`src/hw/rtl/gcd_pkg.sv`:
```
// ----------------------------------------------------------------------------
// gcd_pkg - shared types and constants of the change dispenser
// Field widths of the item ports, report kind codes and the divider status.
// ----------------------------------------------------------------------------
package gcd_pkg;

  // fixed port field widths
  localparam int IDX_W   = 4;
  localparam int FIELD_W = 16;
  localparam int KIND_W  = 2;
  localparam int CFG_W   = 5;

  // input item kinds
  localparam logic KIND_LOAD    = 1'b0;
  localparam logic KIND_REQUEST = 1'b1;

  // result report kinds
  localparam logic [KIND_W-1:0] REP_STOCK = 2'd0;
  localparam logic [KIND_W-1:0] REP_PAID  = 2'd1;
  localparam logic [KIND_W-1:0] REP_DONE  = 2'd2;

  // divider status toward the sequencer
  typedef struct packed {
    logic busy;
    logic done;
  } gcd_div_stat_t;

endpackage

```
`src/hw/rtl/gcd_ram.sv`:
```
// ----------------------------------------------------------------------------
// gcd_ram - generic single-write, single-read synchronous RAM
// One write port and one read port; read data is registered.
// ----------------------------------------------------------------------------
module gcd_ram #(
  parameter int WIDTH = 32,
  parameter int DEPTH = 16,
  localparam int AW = (DEPTH > 1) ? $clog2(DEPTH) : 1
) (
  input  logic             clk,
  input  logic             we,
  input  logic [AW-1:0]    waddr,
  input  logic [WIDTH-1:0] wdata,
  input  logic [AW-1:0]    raddr,
  output logic [WIDTH-1:0] rdata
);

  logic [WIDTH-1:0] mem [DEPTH];

  // write port and registered read port
  always_ff @(posedge clk) begin
    if (we) begin
      mem[waddr] <= wdata;
    end
    rdata <= mem[raddr];
  end

endmodule

```
`src/hw/rtl/gcd_div.sv`:
```
// ----------------------------------------------------------------------------
// gcd_div - radix-2 restoring divider
// After start, done pulses for one cycle with the quotient.
// ----------------------------------------------------------------------------
module gcd_div
  import gcd_pkg::*;
#(
  parameter int W = 16
) (
  input  logic          clk,
  input  logic          rst_n,
  input  logic          start,
  input  logic [W-1:0]  dividend,
  input  logic [W-1:0]  divisor,
  output gcd_div_stat_t stat,
  output logic [W-1:0]  quotient
);

  localparam int CNW = $clog2(W + 1);

  logic [W-1:0]   rem_r, rem_nxt;
  logic [W-1:0]   quo_r, quo_nxt;
  logic [W-1:0]   dsr_r, dsr_nxt;
  logic [CNW-1:0] cnt_r, cnt_nxt;
  logic           run_r, run_nxt;
  logic           done_r, done_nxt;
  logic [W:0]     rem_sh;
  logic [W:0]     diff;
  logic           ge;

  // one quotient bit per cycle
  assign rem_sh = {rem_r, quo_r[W-1]};
  assign diff   = rem_sh - {1'b0, dsr_r};
  assign ge     = (rem_sh >= {1'b0, dsr_r});

  always_comb begin
    rem_nxt  = rem_r;
    quo_nxt  = quo_r;
    dsr_nxt  = dsr_r;
    cnt_nxt  = cnt_r;
    run_nxt  = run_r;
    done_nxt = 1'b0;
    if (start) begin
      rem_nxt = '0;
      quo_nxt = dividend;
      dsr_nxt = divisor;
      cnt_nxt = CNW'(W);
      run_nxt = 1'b1;
    end else if (run_r) begin
      rem_nxt = ge ? diff[W-1:0] : rem_sh[W-1:0];
      quo_nxt = {quo_r[W-2:0], ge};
      cnt_nxt = cnt_r - 1'b1;
      if (cnt_r == CNW'(1)) begin
        run_nxt  = 1'b0;
        done_nxt = 1'b1;
      end
    end
  end

  // control state
  always_ff @(posedge clk) begin
    if (!rst_n) begin
      run_r  <= 1'b0;
      done_r <= 1'b0;
    end else begin
      run_r  <= run_nxt;
      done_r <= done_nxt;
    end
  end

  // datapath
  always_ff @(posedge clk) begin
    rem_r <= rem_nxt;
    quo_r <= quo_nxt;
    dsr_r <= dsr_nxt;
    cnt_r <= cnt_nxt;
  end

  assign stat.busy = run_r;
  assign stat.done = done_r;
  assign quotient  = quo_r;

endmodule

```
`src/hw/rtl/greedy_change_dispenser.sv`:
```
// ----------------------------------------------------------------------------
// greedy_change_dispenser - greedy change making with limited stock
// Slot table {value, stock} in a RAM; each request walks the active slots,
// pays min(stock, remaining / value) per slot and reports stock, payments
// and the undispensed remainder.
//
//   channel  ports                                     handshake
//   -------  ----------------------------------------  ----------------------
//   input    in_kind in_slot_index in_denom_value       start & !busy
//            in_stock_count in_request_amount
//   result   out_report_kind out_face_value             out_strobe, 1 cycle
//            out_piece_count out_leftover out_last
//   config   cfg_wdata (slot_count)                     cfg_we
//
// A load beat is written to the slot RAM at its accepting edge; busy stays low.
// A request walks each active slot through a RAM read, the bit-serial divide
// over VW = min(VALUE_BITS, 16) bits, a multiply and the write-back, then a
// second pass over the paid RAM. Results leave one per cycle at most and
// cannot be held off. Reset clears only control state and slot_count; slot
// RAM contents are undefined until loaded.
// ----------------------------------------------------------------------------
module greedy_change_dispenser
  import gcd_pkg::*;
#(
  parameter int SLOTS      = 16,
  parameter int VALUE_BITS = 16
) (
  input  logic               clk,
  input  logic               rst_n,
  // input channel
  input  logic               start,
  output logic               busy,
  input  logic               in_kind,
  input  logic [IDX_W-1:0]   in_slot_index,
  input  logic [FIELD_W-1:0] in_denom_value,
  input  logic [FIELD_W-1:0] in_stock_count,
  input  logic [FIELD_W-1:0] in_request_amount,
  // result channel
  output logic               out_strobe,
  output logic [KIND_W-1:0]  out_report_kind,
  output logic [FIELD_W-1:0] out_face_value,
  output logic [FIELD_W-1:0] out_piece_count,
  output logic [FIELD_W-1:0] out_leftover,
  output logic               out_last,
  // configuration
  input  logic               cfg_we,
  input  logic [CFG_W-1:0]   cfg_wdata
);

  // value width as kept: port fields are 16 bits
  localparam int VW  = (VALUE_BITS < FIELD_W) ? VALUE_BITS : FIELD_W;
  localparam int AW  = (SLOTS > 1) ? $clog2(SLOTS) : 1;
  localparam int CW  = $clog2(SLOTS + 1);
  localparam int EW  = VW + FIELD_W;

  // sequencer states
  localparam logic [3:0] S_IDLE  = 4'd0;
  localparam logic [3:0] S_RD    = 4'd1;
  localparam logic [3:0] S_LAT   = 4'd2;
  localparam logic [3:0] S_DIV   = 4'd3;
  localparam logic [3:0] S_MUL   = 4'd4;
  localparam logic [3:0] S_WB    = 4'd5;
  localparam logic [3:0] S_P2RD  = 4'd6;
  localparam logic [3:0] S_P2OUT = 4'd7;
  localparam logic [3:0] S_DONE  = 4'd8;

  logic [3:0]         state_r, state_nxt;
  logic [CFG_W-1:0]   slot_count_r, slot_count_nxt;
  logic [CW-1:0]      active_r, active_nxt;
  logic [CW-1:0]      slot_r, slot_nxt;
  logic [VW-1:0]      rem_r, rem_nxt;
  logic [VW-1:0]      val_r, val_nxt;
  logic [FIELD_W-1:0] stk_r, stk_nxt;
  logic [FIELD_W-1:0] cnt_r, cnt_nxt;
  logic [EW-1:0]      prod_r, prod_nxt;

  logic               ostb_r, ostb_nxt;
  logic [KIND_W-1:0]  okind_r, okind_nxt;
  logic [FIELD_W-1:0] oface_r, oface_nxt;
  logic [FIELD_W-1:0] opiece_r, opiece_nxt;
  logic [FIELD_W-1:0] oleft_r, oleft_nxt;
  logic               olast_r, olast_nxt;

  // slot RAM ports
  logic               tab_we;
  logic [AW-1:0]      tab_waddr;
  logic [EW-1:0]      tab_wdata;
  logic [EW-1:0]      tab_rdata;
  // paid RAM ports
  logic               paid_we;
  logic [EW-1:0]      paid_rdata;
  // divider
  logic               div_start;
  gcd_div_stat_t      div_stat;
  logic [VW-1:0]      div_quo;

  logic               accept;
  logic               load_wr;
  logic [FIELD_W-1:0] quo_ext;
  logic [FIELD_W-1:0] stk_left;
  logic               last_slot;

  assign busy      = (state_r != S_IDLE);
  assign accept    = start && !busy;
  assign load_wr   = accept && (in_kind == KIND_LOAD) && (32'(in_slot_index) < SLOTS);
  assign quo_ext   = FIELD_W'(div_quo);
  assign stk_left  = stk_r - cnt_r;
  assign last_slot = ((slot_r + 1'b1) == active_r);

  // slot table: load beats and dispense write-back share the write port
  assign tab_we    = load_wr || (state_r == S_WB);
  assign tab_waddr = (state_r == S_WB) ? slot_r[AW-1:0] : AW'(in_slot_index);
  assign tab_wdata = (state_r == S_WB) ? {val_r, stk_left}
                                       : {in_denom_value[VW-1:0], in_stock_count};
  assign paid_we   = (state_r == S_WB);
  assign div_start = (state_r == S_LAT);

  gcd_ram #(.WIDTH(EW), .DEPTH(SLOTS)) u_tab_ram (
    .clk   (clk),
    .we    (tab_we),
    .waddr (tab_waddr),
    .wdata (tab_wdata),
    .raddr (slot_r[AW-1:0]),
    .rdata (tab_rdata)
  );

  gcd_ram #(.WIDTH(EW), .DEPTH(SLOTS)) u_paid_ram (
    .clk   (clk),
    .we    (paid_we),
    .waddr (slot_r[AW-1:0]),
    .wdata ({val_r, cnt_r}),
    .raddr (slot_r[AW-1:0]),
    .rdata (paid_rdata)
  );

  gcd_div #(.W(VW)) u_div (
    .clk      (clk),
    .rst_n    (rst_n),
    .start    (div_start),
    .dividend (rem_r),
    .divisor  (tab_rdata[EW-1:FIELD_W]),
    .stat     (div_stat),
    .quotient (div_quo)
  );

  // sequencer
  always_comb begin
    state_nxt      = state_r;
    slot_count_nxt = cfg_we ? cfg_wdata : slot_count_r;
    active_nxt     = active_r;
    slot_nxt       = slot_r;
    rem_nxt        = rem_r;
    val_nxt        = val_r;
    stk_nxt        = stk_r;
    cnt_nxt        = cnt_r;
    prod_nxt       = prod_r;
    ostb_nxt       = 1'b0;
    okind_nxt      = okind_r;
    oface_nxt      = oface_r;
    opiece_nxt     = opiece_r;
    oleft_nxt      = oleft_r;
    olast_nxt      = olast_r;
    case (state_r)
      S_IDLE: begin
        if (accept && (in_kind == KIND_REQUEST)) begin
          active_nxt = (32'(slot_count_r) > SLOTS) ? CW'(SLOTS) : CW'(slot_count_r);
          slot_nxt   = '0;
          rem_nxt    = in_request_amount[VW-1:0];
          state_nxt  = (active_nxt == '0) ? S_DONE : S_RD;
        end
      end
      S_RD: begin
        state_nxt = S_LAT;
      end
      S_LAT: begin
        val_nxt   = tab_rdata[EW-1:FIELD_W];
        stk_nxt   = tab_rdata[FIELD_W-1:0];
        state_nxt = S_DIV;
      end
      S_DIV: begin
        if (div_stat.done) begin
          if (val_r == '0) begin
            cnt_nxt = '0;
          end else begin
            cnt_nxt = (quo_ext < stk_r) ? quo_ext : stk_r;
          end
          state_nxt = S_MUL;
        end
      end
      S_MUL: begin
        prod_nxt  = EW'(cnt_r) * EW'(val_r);
        state_nxt = S_WB;
      end
      S_WB: begin
        // payment never exceeds the remaining amount
        rem_nxt    = rem_r - prod_r[VW-1:0];
        ostb_nxt   = 1'b1;
        okind_nxt  = REP_STOCK;
        oface_nxt  = FIELD_W'(val_r);
        opiece_nxt = stk_left;
        oleft_nxt  = '0;
        olast_nxt  = 1'b0;
        if (last_slot) begin
          slot_nxt  = '0;
          state_nxt = S_P2RD;
        end else begin
          slot_nxt  = slot_r + 1'b1;
          state_nxt = S_RD;
        end
      end
      S_P2RD: begin
        state_nxt = S_P2OUT;
      end
      S_P2OUT: begin
        if (paid_rdata[FIELD_W-1:0] != '0) begin
          ostb_nxt   = 1'b1;
          okind_nxt  = REP_PAID;
          oface_nxt  = FIELD_W'(paid_rdata[EW-1:FIELD_W]);
          opiece_nxt = paid_rdata[FIELD_W-1:0];
          oleft_nxt  = '0;
          olast_nxt  = 1'b0;
        end
        if (last_slot) begin
          state_nxt = S_DONE;
        end else begin
          slot_nxt  = slot_r + 1'b1;
          state_nxt = S_P2RD;
        end
      end
      S_DONE: begin
        ostb_nxt   = 1'b1;
        okind_nxt  = REP_DONE;
        oface_nxt  = '0;
        opiece_nxt = '0;
        oleft_nxt  = FIELD_W'(rem_r);
        olast_nxt  = 1'b1;
        state_nxt  = S_IDLE;
      end
      default: begin
        state_nxt = S_IDLE;
      end
    endcase
  end

  // control state
  always_ff @(posedge clk) begin
    if (!rst_n) begin
      state_r      <= S_IDLE;
      slot_count_r <= '0;
      ostb_r       <= 1'b0;
    end else begin
      state_r      <= state_nxt;
      slot_count_r <= slot_count_nxt;
      ostb_r       <= ostb_nxt;
    end
  end

  // datapath and result registers
  always_ff @(posedge clk) begin
    active_r <= active_nxt;
    slot_r   <= slot_nxt;
    rem_r    <= rem_nxt;
    val_r    <= val_nxt;
    stk_r    <= stk_nxt;
    cnt_r    <= cnt_nxt;
    prod_r   <= prod_nxt;
    okind_r  <= okind_nxt;
    oface_r  <= oface_nxt;
    opiece_r <= opiece_nxt;
    oleft_r  <= oleft_nxt;
    olast_r  <= olast_nxt;
  end

  assign out_strobe      = ostb_r;
  assign out_report_kind = okind_r;
  assign out_face_value  = oface_r;
  assign out_piece_count = opiece_r;
  assign out_leftover    = oleft_r;
  assign out_last        = olast_r;

endmodule
```
`config.mk`:
```
export PLATFORM = sky130hd
export DESIGN_NAME = greedy_change_dispenser
export DESIGN_NICKNAME = d
export VERILOG_FILES = /design/src/hw/rtl/gcd_pkg.sv /design/src/hw/rtl/gcd_ram.sv /design/src/hw/rtl/gcd_div.sv /design/src/hw/rtl/greedy_change_dispenser.sv
export SDC_FILE = /design/constraint.sdc
export NUM_CORES = 2
export LEC_CHECK = 0
export BUFFER_PORTS_ARGS = -buffer_cell sky130_fd_sc_hd__buf_4
export CORE_ASPECT_RATIO = 2
export CORE_MARGIN = 2
export CORE_UTILIZATION = 45
export CTS_CLUSTER_DIAMETER = 80
export DETAILED_ROUTE_END_ITERATION = 16
export MAX_ROUTING_LAYER = met4
export SYNTH_ARGS = -nofsm -noshare
export SYNTH_HDL_FRONTEND = slang
export SYNTH_SLANG_ARGS = --single-unit
```
`constraint.sdc`:
```
create_clock -name clk -period 5.3 [get_ports clk]
set_input_delay 0.795 -clock clk [delete_from_list [all_inputs] [get_ports clk]]
set_output_delay 0.795 -clock clk [all_outputs]
set_load 0.05 [all_outputs]
```
==> summary.md <==
| Metric | Value |
|---|---|
| # hold bufs at CTS | `0` |
| Final Cycle Share | `100%` |
| IO Pins | `115` |
| Final hold vios | `0` |
| Final clock skew | `23.4 ps` |
| Tot GR Track Use | `25.0%` |
| # fillers | `9662` |
| EDFF count, synth | `1181` |
| Failing checks | `setup timing` |
| Worst Setup End Kind | `flop` |
| Fmax achieved | `188 MHz` |
| Worst slack at placement | `-190 ps` |
| Power per Cell Area | `approximately 400 nW/µm²` |
| Most frequent CP cell | `fa_1` |
| Worst vdd ir | `0.000326 V` |
| Synthesized instance count | `3007` |
| Worst hold path type | `in -> reg` |
| Clk sink count | `1278` |
| Iter 0 DRT Violations | `2286` |
| Vias in the first global route | `30898` |
| Initial antenna violation count | `4` |
| Net Count, Synth | `3268` |
| First-pass GRT wire length | `between 200000 and 250000 µm` |
| Placed wire-length estimate | `99000 µm` |
| Root buf cell | `clkbuf_16` |
| Routed len/inst | `30.0 µm` |
| Routed WL | `147000 µm` |
| Area of the core | `roughly 120000 µm²` |
| Async SR Flop Fraction | `0%` |
| Cell family with most CP delay | `adder cells` |
| Clk_lat worst skew | `approximately 720 ps` |
| Pleak | `about 21 nW` |
| CP max FO | `4` |
| Seq. cell area | `37400 µm²` |
| Rel. slew slack | `between 10% and 20%` |
| Grt ovf | `0` |
| Outcome | `complete, but fails checks` |
| Setup TNS | `-10.1 ps` |
| Share of layout cells above drive strength 1 | `approximately 26%` |
| Flops & latches, synth | `1278` |
| Area occupied by multi-input gates | `15700 µm²` |
| Critical path type | `reg -> reg` |
| CP Launch Type | `flop` |
| Initial Util | `45.4%` |
| DR vias/cell | `about 5.8` |
| Critical Path Slowest Stage Cell | `fa_1` |
| RSZ-0062 raised after global routing | `yes` |
| Clk pin slew, worst setup/hold paths | `around 70 ps` |
| Nets | `3542` |
| Required @ worst endpoint | `5760 ps` |
| Syn Area/Cell | `between 15 and 20 µm²` |
| Clock buffer depth | `3` |
| Routed Antenna Nets | `0` |
| TritonCTS clock tree | `built` |
| Post-synth cell types | `77` |
| WP data arrival | `5770 ps` |
| Die width | `249 µm` |
| Max incr delay on CP | `530 ps` |
| Maximum number of pins on one net before global-route repair | `135` |
| Placed Instances | `4701` |
| Worst slew pin tran | `1300 ps` |
| Worst path bufs/invs | `4` |
| 1st-pass router iterations | `5` |
| Crit path cell chain | `inv_4 > buf_4 > nor2_2 > fa_1 > fa_1 > ha_2 > fa_1 > inv_1 > fa_1 > fa_1 > inv_2 > ha_4 > nand3_2 > nand2b_4 > a21boi_2 > o21a_1 > o21a_1 > o21a_1 > o41a_1 > xnor2_1` |
| Final-report setup violation count | `1` |
| Number of placement rows | `approximately 180` |
| Die area | `123000 µm²` |
| Vias | `28571` |
| Gpl congestion | `0.963` |
| Final cell count without fillers | `4913` |
| Max Cap Viol | `0` |
| Synth Cell Area | `54100 µm²` |
| Synthesis-to-layout area growth | `14.2%` |
| Number of port buffers | `about 110` |
| H-tree level count | `3` |
| Final min period | `5310 ps` |
| Post-synth top flop | `edfxtp_1` |
| Pins Over Slew Limit | `0` |
| Slack of the critical path | `-10.1 ps` |
| Die height | `494 µm` |
| Total CTS buffers | `107` |
| Seq/Total Area, Yosys | `69.2%` |
| Synth warn | `0` |
| DRC Markers | `0` |
==> cells in the mapped netlist, drive strengths merged (4+ instances only) <==
cell,instances,area share (%)
edfxtp,1181,66
o31ai,6,0.083
clkinv,6,0.042
ha,116,2.7
and2,59,0.68
and3,5,0.058
nor4b,4,0.065
a21o,16,0.22
nand2b,8,0.093
o21a,17,0.24
buf,37,0.36
nand3b,4,0.056
xor2,29,0.47
a32oi,4,0.065
a31oi,9,0.10
nand2,215,1.5
nor2b,23,0.27
o21ai,95,0.89
mux2i,33,0.61
nor4,17,0.21
nand3,8,0.074
fa,83,3.1
xnor2,53,0.86
a22o,12,0.19
mux4,320,13
dfxtp,97,3.6
a211oi,5,0.088
inv,192,1.3
nor2,138,0.96
a21boi,6,0.090
nand4,6,0.069
nor3,22,0.20
a21oi,45,0.44
clkbuf,86,0.60
mux2,7,0.15
==> timing repair <==
action | 4_1_cts | 5_1_grt
resized for setup | 27 | 24
pin swaps | 11 | 2
hold endpoints to repair | 0 | 0
setup buffers | 6 | 3
cloned | 0 | 0
endpoints found under the setup margin | 2 | 3
==> through the flow <==
step / utilization (%) / hold WS [ps] / instance area [µm²] / power (W)
after global routing: 51.8 / 366 / 61700 / 0.0262
after floorplan: - / 386 / 54200 / 0.0153
after CTS: 51.7 / 309 / 61600 / 0.0253
final: 51.8 / 351 / 61700 / 0.0253
after global placement: 48.7 / 390 / 58000 / 0.0172
after detailed placement: 48.7 / 389 / 58000 / 0.0173
==> cell usage in the layout, fill, tap and decap left out, types with 28 or more instances in the layout <==
cell type / netlist / final
buf_4: 2 / 264
dfxtp_1: 97 / 97
xor2_1: 29 / 29
nand2_1: 215 / 213
mux2i_1: 33 / 33
mux4_2: 320 / 320
edfxtp_1: 1181 / 1181
inv_1: 191 / 182
nor2_1: 138 / 110
xnor2_1: 53 / 53
ha_1: 116 / 111
clkbuf_16: 0 / 109
o21ai_0: 76 / 64
a21oi_1: 43 / 39
and2_1: 59 / 44
fa_1: 83 / 80
o21ai_1: 18 / 28
==> report_power, final <==
group	switching [W]	internal, W	total, W
Sequential	0.000282	0.0115	0.0118
Combinational	0.00309	0.00238	0.00548
Clock	0.00362	0.00438	0.00800
==> final cells by class <==
| class | count | area share [%] |
|---|---|---|
| repair buffers | 288 | 3.87 |
| well taps | 1538 | 3.12 |
| multi-input cells | 1408 | 25.5 |
| inverters | 198 | 1.24 |
| diodes | 3 | 0.0122 |
| clock buffers | 141 | 4.79 |
| clock inverters | 59 | 0.900 |
| flip-flops and latches | 1278 | 60.6 |
==> cell families after synthesis <==
family          Yosys count  synth area share, %
simple gates            523                 4.43
fa+ha+maj               199                 5.76
xor+xnor                 82                 1.33
flops                  1278                 69.2
buf+inv                 321                 2.33
mux                     360                 14.1
compound gates          244                 2.89
==> worst paths after layout <==
kind,start,endpoint,slack (ps),cells past startpoint
worst max-delay path,u_div.dsr_r[6],prod_r[15],-10,20
worst min-delay path,cfg_wdata[0],slot_count_r[0],350,3
worst max register to register,u_div.dsr_r[6],prod_r[15],-10,20
worst min register to register,u_tab_ram.rdata[5],stk_r[5],400,0
==> per-layer routing <==
metal	routed length, µm	up-vias	track usage, %
li1	-	12155	-
met1	53100	15248	27.6
met2	81300	895	45.8
met3	6440	273	2.82
met4	6490	0	10.7
met5	0	-	-
==> registers in the layout, indices dropped and copies added, names as in the netlist, 32 cells and up <==
name	cells
u_tab_ram.rdata	32
u_tab_ram.mem	512
u_paid_ram.rdata	32
u_paid_ram.mem	512
==> worst min-delay path: cells and delay by family <==
family / cells / cell delay (ps)
and+or+nand+nor: 1 / 100
muxes: 1 / 60
buffers and inverters: 1 / 80
No activity file was read; power rests on OpenSTA's default activity.
